## src/rtl/iee_pkg.sv

```systemverilog
// Shared types, character codes and tables for the infix expression evaluator.
package iee_pkg;

  // ASCII codes the parser recognizes
  localparam logic [7:0] CH_PLUS  = 8'h2B;
  localparam logic [7:0] CH_MINUS = 8'h2D;
  localparam logic [7:0] CH_STAR  = 8'h2A;
  localparam logic [7:0] CH_SLASH = 8'h2F;
  localparam logic [7:0] CH_POINT = 8'h2E;
  localparam logic [7:0] CH_ZERO  = 8'h30;
  localparam logic [7:0] CH_NINE  = 8'h39;

  // Fraction digit counter width and decimal scale table
  localparam int FRAC_CNT_W = 3;
  localparam int POW10_W    = 24;
  localparam logic [POW10_W-1:0] POW10 [8] = '{
    24'd1, 24'd10, 24'd100, 24'd1000,
    24'd10000, 24'd100000, 24'd1000000, 24'd10000000
  };

  // Sequencer states
  typedef enum logic [2:0] {
    S_IDLE,
    S_CONV,
    S_CONV_WAIT,
    S_APPLY,
    S_ARITH_WAIT,
    S_FIN
  } ctl_state_t;

  // Shared unit states
  typedef enum logic [1:0] {
    U_IDLE,
    U_RUN,
    U_FIN
  } unit_state_t;

  typedef enum logic {
    ALU_MUL,
    ALU_DIV
  } alu_op_t;

  // Sequencer to shared unit
  typedef struct packed {
    logic    start;
    alu_op_t op;
  } alu_req_t;

  // Shared unit to sequencer
  typedef struct packed {
    logic busy;
    logic done;
  } alu_sts_t;

endpackage

```

## src/rtl/iee_unit.sv

```systemverilog
// Shared iterative unit: shift-add multiply and restoring divide on one adder.
module iee_unit #(
  parameter int VALUE_BITS = 48,
  parameter int FRAC_BITS  = 16,
  localparam int NUM_W = VALUE_BITS + FRAC_BITS,
  localparam int MUL_W = 2 * VALUE_BITS + 1 - FRAC_BITS,
  localparam int RES_W = (MUL_W > NUM_W) ? MUL_W : NUM_W
) (
  input  logic                  clk,
  input  logic                  rst_n,
  input  iee_pkg::alu_req_t     req,
  input  logic [VALUE_BITS-1:0] a_in,   // multiplier or dividend magnitude
  input  logic [VALUE_BITS-1:0] b_in,   // multiplicand or divisor magnitude
  output iee_pkg::alu_sts_t     sts,
  output logic [RES_W-1:0]      res     // rounded, unsaturated magnitude
);
  import iee_pkg::*;

  localparam int CNT_W = $clog2(NUM_W + 1);
  localparam int ADD_W = VALUE_BITS + 2;

  unit_state_t             ust_r, ust_nxt;
  alu_op_t                 op_r, op_nxt;
  logic [VALUE_BITS:0]     acc_r, acc_nxt;
  logic [NUM_W-1:0]        quo_r, quo_nxt;
  logic [VALUE_BITS-1:0]   dvs_r, dvs_nxt;
  logic [CNT_W-1:0]        cnt_r, cnt_nxt;
  logic [RES_W-1:0]        res_r, res_nxt;
  logic                    done_r, done_nxt;

  logic [VALUE_BITS:0]     shl_rem;
  logic [ADD_W-1:0]        add_a, add_b, add_s;
  logic                    add_sub;
  logic                    no_borrow;

  // Next state
  always_comb begin
    ust_nxt = ust_r;
    unique case (ust_r)
      U_IDLE: if (req.start) ust_nxt = U_RUN;
      U_RUN:  if (cnt_r == CNT_W'(1)) ust_nxt = U_FIN;
      U_FIN:  ust_nxt = U_IDLE;
      default: ust_nxt = U_IDLE;
    endcase
  end

  // Shared adder operands
  always_comb begin
    shl_rem = {acc_r[VALUE_BITS-1:0], quo_r[NUM_W-1]};
    if (op_r == ALU_DIV) begin
      add_a   = {1'b0, shl_rem};
      add_b   = ADD_W'(dvs_r);
      add_sub = 1'b1;
    end else begin
      add_a   = {1'b0, acc_r};
      add_b   = quo_r[0] ? ADD_W'(dvs_r) : '0;
      add_sub = 1'b0;
    end
    add_s     = add_a + (add_sub ? ~add_b : add_b) + ADD_W'(add_sub);
    no_borrow = ~add_s[ADD_W-1];
  end

  // Datapath next values
  always_comb begin
    op_nxt   = op_r;
    acc_nxt  = acc_r;
    quo_nxt  = quo_r;
    dvs_nxt  = dvs_r;
    cnt_nxt  = cnt_r;
    res_nxt  = res_r;
    done_nxt = 1'b0;
    unique case (ust_r)
      U_IDLE: begin
        if (req.start) begin
          op_nxt  = req.op;
          acc_nxt = '0;
          dvs_nxt = b_in;
          if (req.op == ALU_DIV) begin
            // numerator carries the half-divisor rounding term
            quo_nxt = (NUM_W'(a_in) << FRAC_BITS) + NUM_W'(b_in >> 1);
            cnt_nxt = CNT_W'(NUM_W);
          end else begin
            quo_nxt = NUM_W'(a_in);
            cnt_nxt = CNT_W'(VALUE_BITS);
          end
        end
      end
      U_RUN: begin
        cnt_nxt = cnt_r - CNT_W'(1);
        if (op_r == ALU_DIV) begin
          acc_nxt = no_borrow ? add_s[VALUE_BITS:0] : shl_rem;
          quo_nxt = {quo_r[NUM_W-2:0], no_borrow};
        end else begin
          acc_nxt = add_s[ADD_W-1:1];
          quo_nxt = {quo_r[NUM_W-1:VALUE_BITS], add_s[0], quo_r[VALUE_BITS-1:1]};
        end
      end
      U_FIN: begin
        done_nxt = 1'b1;
        if (op_r == ALU_MUL) begin
          // drop fraction bits, round half away from zero on the magnitude
          res_nxt = RES_W'({acc_r, quo_r[VALUE_BITS-1:FRAC_BITS]})
                  + RES_W'(quo_r[FRAC_BITS-1]);
        end else begin
          res_nxt = RES_W'(quo_r);
        end
      end
      default: ;
    endcase
  end

  always_ff @(posedge clk) begin
    if (!rst_n) begin
      ust_r  <= U_IDLE;
      done_r <= 1'b0;
      op_r   <= ALU_MUL;
      cnt_r  <= '0;
    end else begin
      ust_r  <= ust_nxt;
      done_r <= done_nxt;
      op_r   <= op_nxt;
      cnt_r  <= cnt_nxt;
    end
  end

  always_ff @(posedge clk) begin
    acc_r <= acc_nxt;
    quo_r <= quo_nxt;
    dvs_r <= dvs_nxt;
    res_r <= res_nxt;
  end

  assign sts.busy = (ust_r != U_IDLE);
  assign sts.done = done_r;
  assign res      = res_r;

endmodule

```

## src/rtl/infix_expression_evaluator.sv

```systemverilog
// Infix evaluator: a digit or '.' is folded into the pending number as it is taken; an operator
// scales the pending number, then runs a multiply when it closes a '*' and a divide when it
// closes a '/' with a nonzero divisor. Both come from the one shared multiply/divide unit, one bit per cycle.
// The last character then loads the output register, held back while the previous
// result still waits; input is taken only between characters.
// Synchronous active-low reset clears all expression state.
module infix_expression_evaluator #(
  parameter int FRAC_BITS       = 16,
  parameter int VALUE_BITS      = 48,
  parameter int MAX_FRAC_DIGITS = 5
) (
  input  logic                                 clk,
  input  logic                                 rst_n,
  input  logic                                 in_tvalid,
  output logic                                 in_tready,
  input  logic [7:0]                           in_tdata,   // [7:0] ch
  input  logic                                 in_tlast,   // last
  output logic                                 out_tvalid,
  input  logic                                 out_tready,
  output logic [((VALUE_BITS+7)/8)*8-1:0]      out_tdata,  // value, zero filled
  output logic [1:0]                           out_tuser   // [0] div_by_zero, [1] overflow
);
  import iee_pkg::*;

  localparam int OUT_W = ((VALUE_BITS + 7) / 8) * 8;
  localparam int VB    = VALUE_BITS;
  localparam int MW    = VALUE_BITS - 1;
  localparam int NUM_W = VALUE_BITS + FRAC_BITS;
  localparam int MUL_W = 2 * VALUE_BITS + 1 - FRAC_BITS;
  localparam int RES_W = (MUL_W > NUM_W) ? MUL_W : NUM_W;

  localparam logic [VB-1:0]    VMAX    = {1'b0, {(VB-1){1'b1}}};
  localparam logic [VB-1:0]    VMIN    = {1'b1, {(VB-1){1'b0}}};
  localparam logic [RES_W-1:0] LIM_POS = RES_W'(VMAX);
  localparam logic [RES_W-1:0] LIM_NEG = RES_W'(VMAX) + RES_W'(1);

  ctl_state_t             state_r, state_nxt;
  logic [VB-1:0]          closed_sum_r, closed_sum_nxt;
  logic [VB-1:0]          last_term_r, last_term_nxt;
  logic [MW-1:0]          mant_r, mant_nxt;
  logic                   frac_mode_r, frac_mode_nxt;
  logic [FRAC_CNT_W-1:0]  frac_cnt_r, frac_cnt_nxt;
  logic [7:0]             pend_op_r, pend_op_nxt;
  logic [7:0]             next_op_r, next_op_nxt;
  logic                   fin_r, fin_nxt;
  logic                   err_div_r, err_div_nxt;
  logic                   err_ovf_r, err_ovf_nxt;
  logic [VB-1:0]          num_r, num_nxt;
  logic                   neg_r, neg_nxt;
  logic                   out_valid_r, out_valid_nxt;
  logic [VB-1:0]          out_value_r, out_value_nxt;
  logic                   out_dbz_r, out_dbz_nxt;
  logic                   out_ovf_r, out_ovf_nxt;

  logic                   in_xfer;
  logic                   is_digit, is_point;
  logic [3:0]             digit;
  logic [VB+2:0]          mant_x10;
  logic [VB:0]            sum_ext;
  logic                   sum_ovf;
  logic [VB-1:0]          sum_val;
  logic [VB-1:0]          mag_last;
  logic                   apply_arith;
  logic                   out_free;
  logic                   conv_ovf, arith_ovf;
  logic [VB-1:0]          conv_val, arith_val, dz_val;

  alu_req_t               alu_req;
  alu_sts_t               alu_sts;
  logic [VB-1:0]          alu_a, alu_b;
  logic [RES_W-1:0]       alu_res;

  iee_unit #(
    .VALUE_BITS (VALUE_BITS),
    .FRAC_BITS  (FRAC_BITS)
  ) u_unit (
    .clk   (clk),
    .rst_n (rst_n),
    .req   (alu_req),
    .a_in  (alu_a),
    .b_in  (alu_b),
    .sts   (alu_sts),
    .res   (alu_res)
  );

  // Character classes and decimal accumulate (m*10 + d by shifts)
  assign in_xfer  = in_tvalid & in_tready;
  assign is_digit = (in_tdata >= CH_ZERO) && (in_tdata <= CH_NINE);
  assign is_point = (in_tdata == CH_POINT);
  assign digit    = 4'(in_tdata - CH_ZERO);
  assign mant_x10 = ({4'b0, mant_r} << 3) + ({4'b0, mant_r} << 1) + (VB+3)'(digit);

  // Saturating closed_sum + last_term, shared by term push and final result
  assign sum_ext = {closed_sum_r[VB-1], closed_sum_r} + {last_term_r[VB-1], last_term_r};
  assign sum_ovf = sum_ext[VB] ^ sum_ext[VB-1];
  assign sum_val = sum_ovf ? (sum_ext[VB] ? VMIN : VMAX) : sum_ext[VB-1:0];

  assign mag_last = last_term_r[VB-1] ? (~last_term_r + VB'(1)) : last_term_r;

  // Saturation of unit results
  assign conv_ovf  = alu_res > LIM_POS;
  assign conv_val  = conv_ovf ? VMAX : alu_res[VB-1:0];
  assign arith_ovf = alu_res > (neg_r ? LIM_NEG : LIM_POS);
  assign arith_val = arith_ovf ? (neg_r ? VMIN : VMAX)
                   : (neg_r ? (~alu_res[VB-1:0] + VB'(1)) : alu_res[VB-1:0]);

  // Zero divisor: sign of the dividend picks the limit; a zero dividend gives zero
  assign dz_val = last_term_r[VB-1] ? VMIN : ((last_term_r != '0) ? VMAX : '0);

  assign apply_arith = (pend_op_r == CH_STAR) || ((pend_op_r == CH_SLASH) && (num_r != '0));
  assign out_free    = ~out_valid_r | out_tready;

  // Next state
  always_comb begin
    state_nxt = state_r;
    unique case (state_r)
      S_IDLE: begin
        if (in_xfer) begin
          if (!is_digit && !is_point) state_nxt = S_CONV;
          else if (in_tlast)          state_nxt = S_FIN;
        end
      end
      S_CONV:       state_nxt = S_CONV_WAIT;
      S_CONV_WAIT:  if (alu_sts.done) state_nxt = S_APPLY;
      S_APPLY: begin
        if (apply_arith) state_nxt = S_ARITH_WAIT;
        else             state_nxt = fin_r ? S_FIN : S_IDLE;
      end
      S_ARITH_WAIT: if (alu_sts.done) state_nxt = fin_r ? S_FIN : S_IDLE;
      S_FIN:        if (out_free) state_nxt = S_IDLE;
      default:      state_nxt = S_IDLE;
    endcase
  end

  // Outputs toward the input channel and the shared unit
  always_comb begin
    in_tready     = (state_r == S_IDLE);
    alu_req.start = (state_r == S_CONV) || ((state_r == S_APPLY) && apply_arith);
    alu_req.op    = ((state_r == S_APPLY) && (pend_op_r == CH_STAR)) ? ALU_MUL : ALU_DIV;
    alu_a         = (state_r == S_CONV) ? {1'b0, mant_r} : mag_last;
    alu_b         = (state_r == S_CONV) ? VB'(POW10[frac_cnt_r]) : num_r;
  end

  // Expression state next values
  always_comb begin
    closed_sum_nxt = closed_sum_r;
    last_term_nxt  = last_term_r;
    mant_nxt       = mant_r;
    frac_mode_nxt  = frac_mode_r;
    frac_cnt_nxt   = frac_cnt_r;
    pend_op_nxt    = pend_op_r;
    next_op_nxt    = next_op_r;
    fin_nxt        = fin_r;
    err_div_nxt    = err_div_r;
    err_ovf_nxt    = err_ovf_r;
    num_nxt        = num_r;
    neg_nxt        = neg_r;
    out_valid_nxt  = out_valid_r & ~out_tready;
    out_value_nxt  = out_value_r;
    out_dbz_nxt    = out_dbz_r;
    out_ovf_nxt    = out_ovf_r;

    unique case (state_r)
      S_IDLE: begin
        if (in_xfer) begin
          if (is_digit) begin
            // extra fraction digits are dropped
            if (!frac_mode_r || (frac_cnt_r < FRAC_CNT_W'(MAX_FRAC_DIGITS))) begin
              if (mant_x10 > (VB+3)'(VMAX)) begin
                mant_nxt    = VMAX[MW-1:0];
                err_ovf_nxt = 1'b1;
              end else begin
                mant_nxt = mant_x10[MW-1:0];
              end
              if (frac_mode_r) frac_cnt_nxt = frac_cnt_r + FRAC_CNT_W'(1);
            end
          end else if (is_point) begin
            frac_mode_nxt = 1'b1;
          end else begin
            next_op_nxt = in_tdata;
            fin_nxt     = in_tlast;
          end
        end
      end
      S_CONV_WAIT: begin
        if (alu_sts.done) begin
          num_nxt     = conv_val;
          err_ovf_nxt = err_ovf_r | conv_ovf;
        end
      end
      S_APPLY: begin
        mant_nxt      = '0;
        frac_mode_nxt = 1'b0;
        frac_cnt_nxt  = '0;
        pend_op_nxt   = next_op_r;
        neg_nxt       = last_term_r[VB-1];
        unique case (pend_op_r)
          CH_PLUS: begin
            closed_sum_nxt = sum_val;
            err_ovf_nxt    = err_ovf_r | sum_ovf;
            last_term_nxt  = num_r;
          end
          CH_MINUS: begin
            closed_sum_nxt = sum_val;
            err_ovf_nxt    = err_ovf_r | sum_ovf;
            last_term_nxt  = ~num_r + VB'(1);
          end
          CH_SLASH: begin
            if (num_r == '0) begin
              err_div_nxt   = 1'b1;
              last_term_nxt = dz_val;
            end
          end
          // multiply runs in the unit; unknown operators drop the number
          default: ;
        endcase
      end
      S_ARITH_WAIT: begin
        if (alu_sts.done) begin
          last_term_nxt = arith_val;
          err_ovf_nxt   = err_ovf_r | arith_ovf;
        end
      end
      S_FIN: begin
        if (out_free) begin
          out_valid_nxt  = 1'b1;
          out_value_nxt  = sum_val;
          out_dbz_nxt    = err_div_r;
          out_ovf_nxt    = err_ovf_r | sum_ovf;
          closed_sum_nxt = '0;
          last_term_nxt  = '0;
          mant_nxt       = '0;
          frac_mode_nxt  = 1'b0;
          frac_cnt_nxt   = '0;
          pend_op_nxt    = CH_PLUS;
          err_div_nxt    = 1'b0;
          err_ovf_nxt    = 1'b0;
        end
      end
      default: ;
    endcase
  end

  always_ff @(posedge clk) begin
    if (!rst_n) begin
      state_r      <= S_IDLE;
      closed_sum_r <= '0;
      last_term_r  <= '0;
      mant_r       <= '0;
      frac_mode_r  <= 1'b0;
      frac_cnt_r   <= '0;
      pend_op_r    <= CH_PLUS;
      fin_r        <= 1'b0;
      err_div_r    <= 1'b0;
      err_ovf_r    <= 1'b0;
      out_valid_r  <= 1'b0;
    end else begin
      state_r      <= state_nxt;
      closed_sum_r <= closed_sum_nxt;
      last_term_r  <= last_term_nxt;
      mant_r       <= mant_nxt;
      frac_mode_r  <= frac_mode_nxt;
      frac_cnt_r   <= frac_cnt_nxt;
      pend_op_r    <= pend_op_nxt;
      fin_r        <= fin_nxt;
      err_div_r    <= err_div_nxt;
      err_ovf_r    <= err_ovf_nxt;
      out_valid_r  <= out_valid_nxt;
    end
  end

  always_ff @(posedge clk) begin
    next_op_r   <= next_op_nxt;
    num_r       <= num_nxt;
    neg_r       <= neg_nxt;
    out_value_r <= out_value_nxt;
    out_dbz_r   <= out_dbz_nxt;
    out_ovf_r   <= out_ovf_nxt;
  end

  assign out_tvalid = out_valid_r;
  assign out_tdata  = OUT_W'(out_value_r);
  assign out_tuser  = {out_ovf_r, out_dbz_r};

  // Unit is only started when free
  a_start_idle: assert property (@(posedge clk) disable iff (!rst_n)
    alu_req.start |-> !alu_sts.busy)
    else $error("shared unit started while busy");

  // No character taken while the unit still works
  a_ready_quiet: assert property (@(posedge clk) disable iff (!rst_n)
    in_tready |-> !alu_sts.busy)
    else $error("input ready during unit operation");

  // Unit results arrive only when the sequencer waits for them
  a_done_waited: assert property (@(posedge clk) disable iff (!rst_n)
    alu_sts.done |-> (state_r == S_CONV_WAIT || state_r == S_ARITH_WAIT))
    else $error("unit result with no waiting state");

  // Finishing loads a result and returns the expression state to its start
  a_fin_clears: assert property (@(posedge clk) disable iff (!rst_n)
    (state_r == S_FIN && out_free) |=>
      (out_tvalid && closed_sum_r == '0 && last_term_r == '0 && pend_op_r == CH_PLUS))
    else $error("finish did not post result and clear state");

endmodule

```

## config.mk

```make
export PLATFORM = sky130hd
export DESIGN_NAME = infix_expression_evaluator
export DESIGN_NICKNAME = d
export VERILOG_FILES = /design/src/rtl/iee_pkg.sv /design/src/rtl/iee_unit.sv /design/src/rtl/infix_expression_evaluator.sv
export SDC_FILE = /design/constraint.sdc
export NUM_CORES = 2
export LEC_CHECK = 0
export BUFFER_PORTS_ARGS = -buffer_cell sky130_fd_sc_hd__buf_2
export CAP_MARGIN = 15
export CORE_UTILIZATION = 55
export DETAILED_ROUTE_END_ITERATION = 8
export GPL_TIMING_DRIVEN = 0
export PLACE_DENSITY = 0.68
export REMOVE_ABC_BUFFERS = 1
export SETUP_SLACK_MARGIN = 0.02
export SYNTH_ARGS = -nofsm -noshare
export SYNTH_HDL_FRONTEND = slang
export SYNTH_HIERARCHICAL = 1
export SYNTH_SLANG_ARGS = --single-unit
```

## constraint.sdc

```tcl
create_clock -name clk -period 7.21 [get_ports clk]
set_input_delay 1.442 -clock clk [delete_from_list [all_inputs] [get_ports clk]]
set_output_delay 1.442 -clock clk [all_outputs]
set_load 0.02 [all_outputs]
```

==> summary.md <==
| Metric | Value |
|---|---|
| Initial antenna violation count | `6` |
| Post-route clock skew | `0.0378 ns` |
| Drt first pass iters | `7` |
| Drt wl/cell | `24.8 um` |
| Total core area | `~0.074 mm2` |
| Initial Util | `0.555` |
| Fmax | `149 MHz` |
| Vias in the first global route | `36,200` |
| CP max FO | `84` |
| Hpwl dp | `111 mm` |
| Status | `finished clean` |
| Post-layout min period | `6.70 ns` |
| Largest net degree at the start of global routing | `90` |
| Syn Area/Cell | `8.36 um2` |
| Post-synthesis instance area | `0.0413 mm2` |
| Final hold violation count | `0` |
| CP Launch Type | `flop` |
| Clock-pin slew of the registers on the worst-case setup and hold paths | `0.06 ns` |
| CTS Buf Count | `66` |
| Fin. max-slew vios | `0` |
| Reg2Reg Setup Slack | `slightly above 0.5 ns` |
| Clk root buf | `clkbuf_16` |
| Max H-tree Level | `3` |
| Worst VDD drop | `0.220 mV` |
| WP data arrival | `7.04 ns` |
| Crit Path Class | `reg2reg` |
| DRC Markers | `0` |
| Area grow syn2layout | `9.49%` |
| 1st-iter DRT viols | `about 5,100` |
| Vias per cell | `6.71` |
| Total track usage | `0.371` |
| Clk Latency, worst-skew pair | `between 0.6 and 0.7 ns` |
| Crit end category | `flop` |
| Die Ht | `276 um` |
| Syn. warnings | `6` |
| Rows | `100` |
| Placed cell area | `0.0430 mm2` |
| Post-Synthesis Cells | `roughly 4,900` |
| Total gr overflow | `0` |
| Total die area | `0.0762 mm2` |
| Cts hold-fix bufs | `0` |
| CTS tree | `done` |
| Slew headroom | `0.0644` |
| DRT Wirelength | `between 100 and 150 mm` |
| Via Count | `between 30,000 and 40,000` |
| Most used cell, CP | `buf_6` |
| Tcrit/Tclk final | `0.929` |
| Final instance area | `0.0452 mm2` |
| Slew @ Worst Pin | `1.38 ns` |
| Final Wtd Congestion | `around 1.0` |
| Chip width | `276 um` |
| CTS Buffer Depth | `3` |
| Critical-path cell list | `buf_16 > buf_12 > inv_4 > buf_16 > o21ai_0 > ha_1 > nand2_1 > nor3_1 > o311ai_1 > a311oi_1 > nand4b_1 > o31ai_4 > nor3_2 > buf_4 > buf_6 > buf_6 > buf_6 > mux2i_1 > a21oi_1` |
| I/O pins | `65` |
| Final setup viols | `0` |
| Critical Path RT | `7.55 ns` |
| Share of post-route cells with drive strength above 1 | `0.0838` |
| CP max-delay cell | `dfxtp_4` |
| Pwr dens | `~390 mW/mm2` |
| P_leak | `approximately 17 nW` |
| Total clock sinks | `between 500 and 600` |
| Worst path max stage delay | `0.99 ns` |
| Post-CTS sizing | `0` |
| Final ANT Viol Nets | `0` |
| Max-cap viol count | `0` |
| Final Hold Slack | `around 0.47 ns` |
| Final nets | `about 5,200` |
| RSZ-0062 raised after global routing | `false` |
| Hold Path Class | `reg2reg` |
| Port Buffers | `64` |
| Post-CTS Setup Inserts | `0` |
| Global-route wire length before repair | `between 200 and 250 mm` |
==> report_power, final <==
part,switching (mW),internal (mW),total [mW]
combinational,5.82,3.38,9.20
sequential,0.836,4.09,4.93
clock,1.40,2.07,3.47
total,8.06,9.55,17.6
==> per-stage QoR <==
stage / power (mW) / cells / setup slack, ns / TNS (ns) / util
detailed placement: 13.8 / 5750 / 0.667 / 0 / 0.577
CTS: 17.3 / 5870 / 0.631 / 0 / 0.607
floorplan: 11.1 / 4662 / -7.75 / -569.11 / -
global placement: 13.7 / 5695 / -17.26 / -2408.77 / 0.561
finish: 17.6 / 5878 / 0.512 / 0 / 0.608
global route: 18.6 / 5875 / 0.359 / 0 / 0.608
==> layout by cell type, fill, tap and decap left out, drive strengths merged, types with 93 or more instances in the layout <==
cell    count
a21o      107
a21oi     460
a31oi      99
buf       121
dfxtp     173
edfxtp    349
ha        281
inv       114
mux2i      98
nand2     571
nand3     116
nand4      93
nor2      348
nor3      121
o21ai     488
xnor2     125
xor2      111
==> registers in the layout (all words and copies together), names as in the netlist, 48 cells and up <==
register,flops
u_unit/res,81
u_unit/acc_r,49
last_term_r,48
u_unit/dvs_r,48
num_r,48
u_unit/quo_r,64
closed_sum_r,48
out_tdata,48
==> area by class of cell <==
class	count	area (um2)
fillers	6634	29200
multi-input cells	4028	26000
flip-flops and latches	522	13900
clock buffers	85	1890
repair buffers	124	1410
well taps	969	1210
inverters	112	425
clock inverters	35	343
diodes	3	7.51
==> worst max-delay path: cells and delay by family (launching register included) <==
kind | cells | cell delay (ns)
AOI/OAI and AO/OA | 5 | 1.86
adders and majority gates | 1 | 0.33
buffers and inverters | 8 | 1.84
DFF | 1 | 0.99
muxes | 1 | 0.20
and+or+nand+nor | 4 | 1.07
==> metal layers <==
layer	vias to the layer above	part of all wire	track usage
li1	18400	-	-
met1	18600	0.41	0.491
met2	2058	0.44	0.580
met3	427	0.098	0.0734
met4	4	0.055	0.180
met5	-	0.00019	0
==> final timing paths <==
path                                                    start                             to  cells past startpoint
worst min-delay path            closed_sum_r[23]$_SDFFE_PN0P_  closed_sum_r[23]$_SDFFE_PN0P_                      2
worst min register to register  closed_sum_r[23]$_SDFFE_PN0P_  closed_sum_r[23]$_SDFFE_PN0P_                      2
worst max register to register       u_unit/op_r$_SDFFE_PN0P_  u_unit/acc_r[2]$_SDFFCE_PN0P_                     19
worst max-delay path                 u_unit/op_r$_SDFFE_PN0P_  u_unit/acc_r[2]$_SDFFCE_PN0P_                     19
Power figures use the tool's default switching activity.
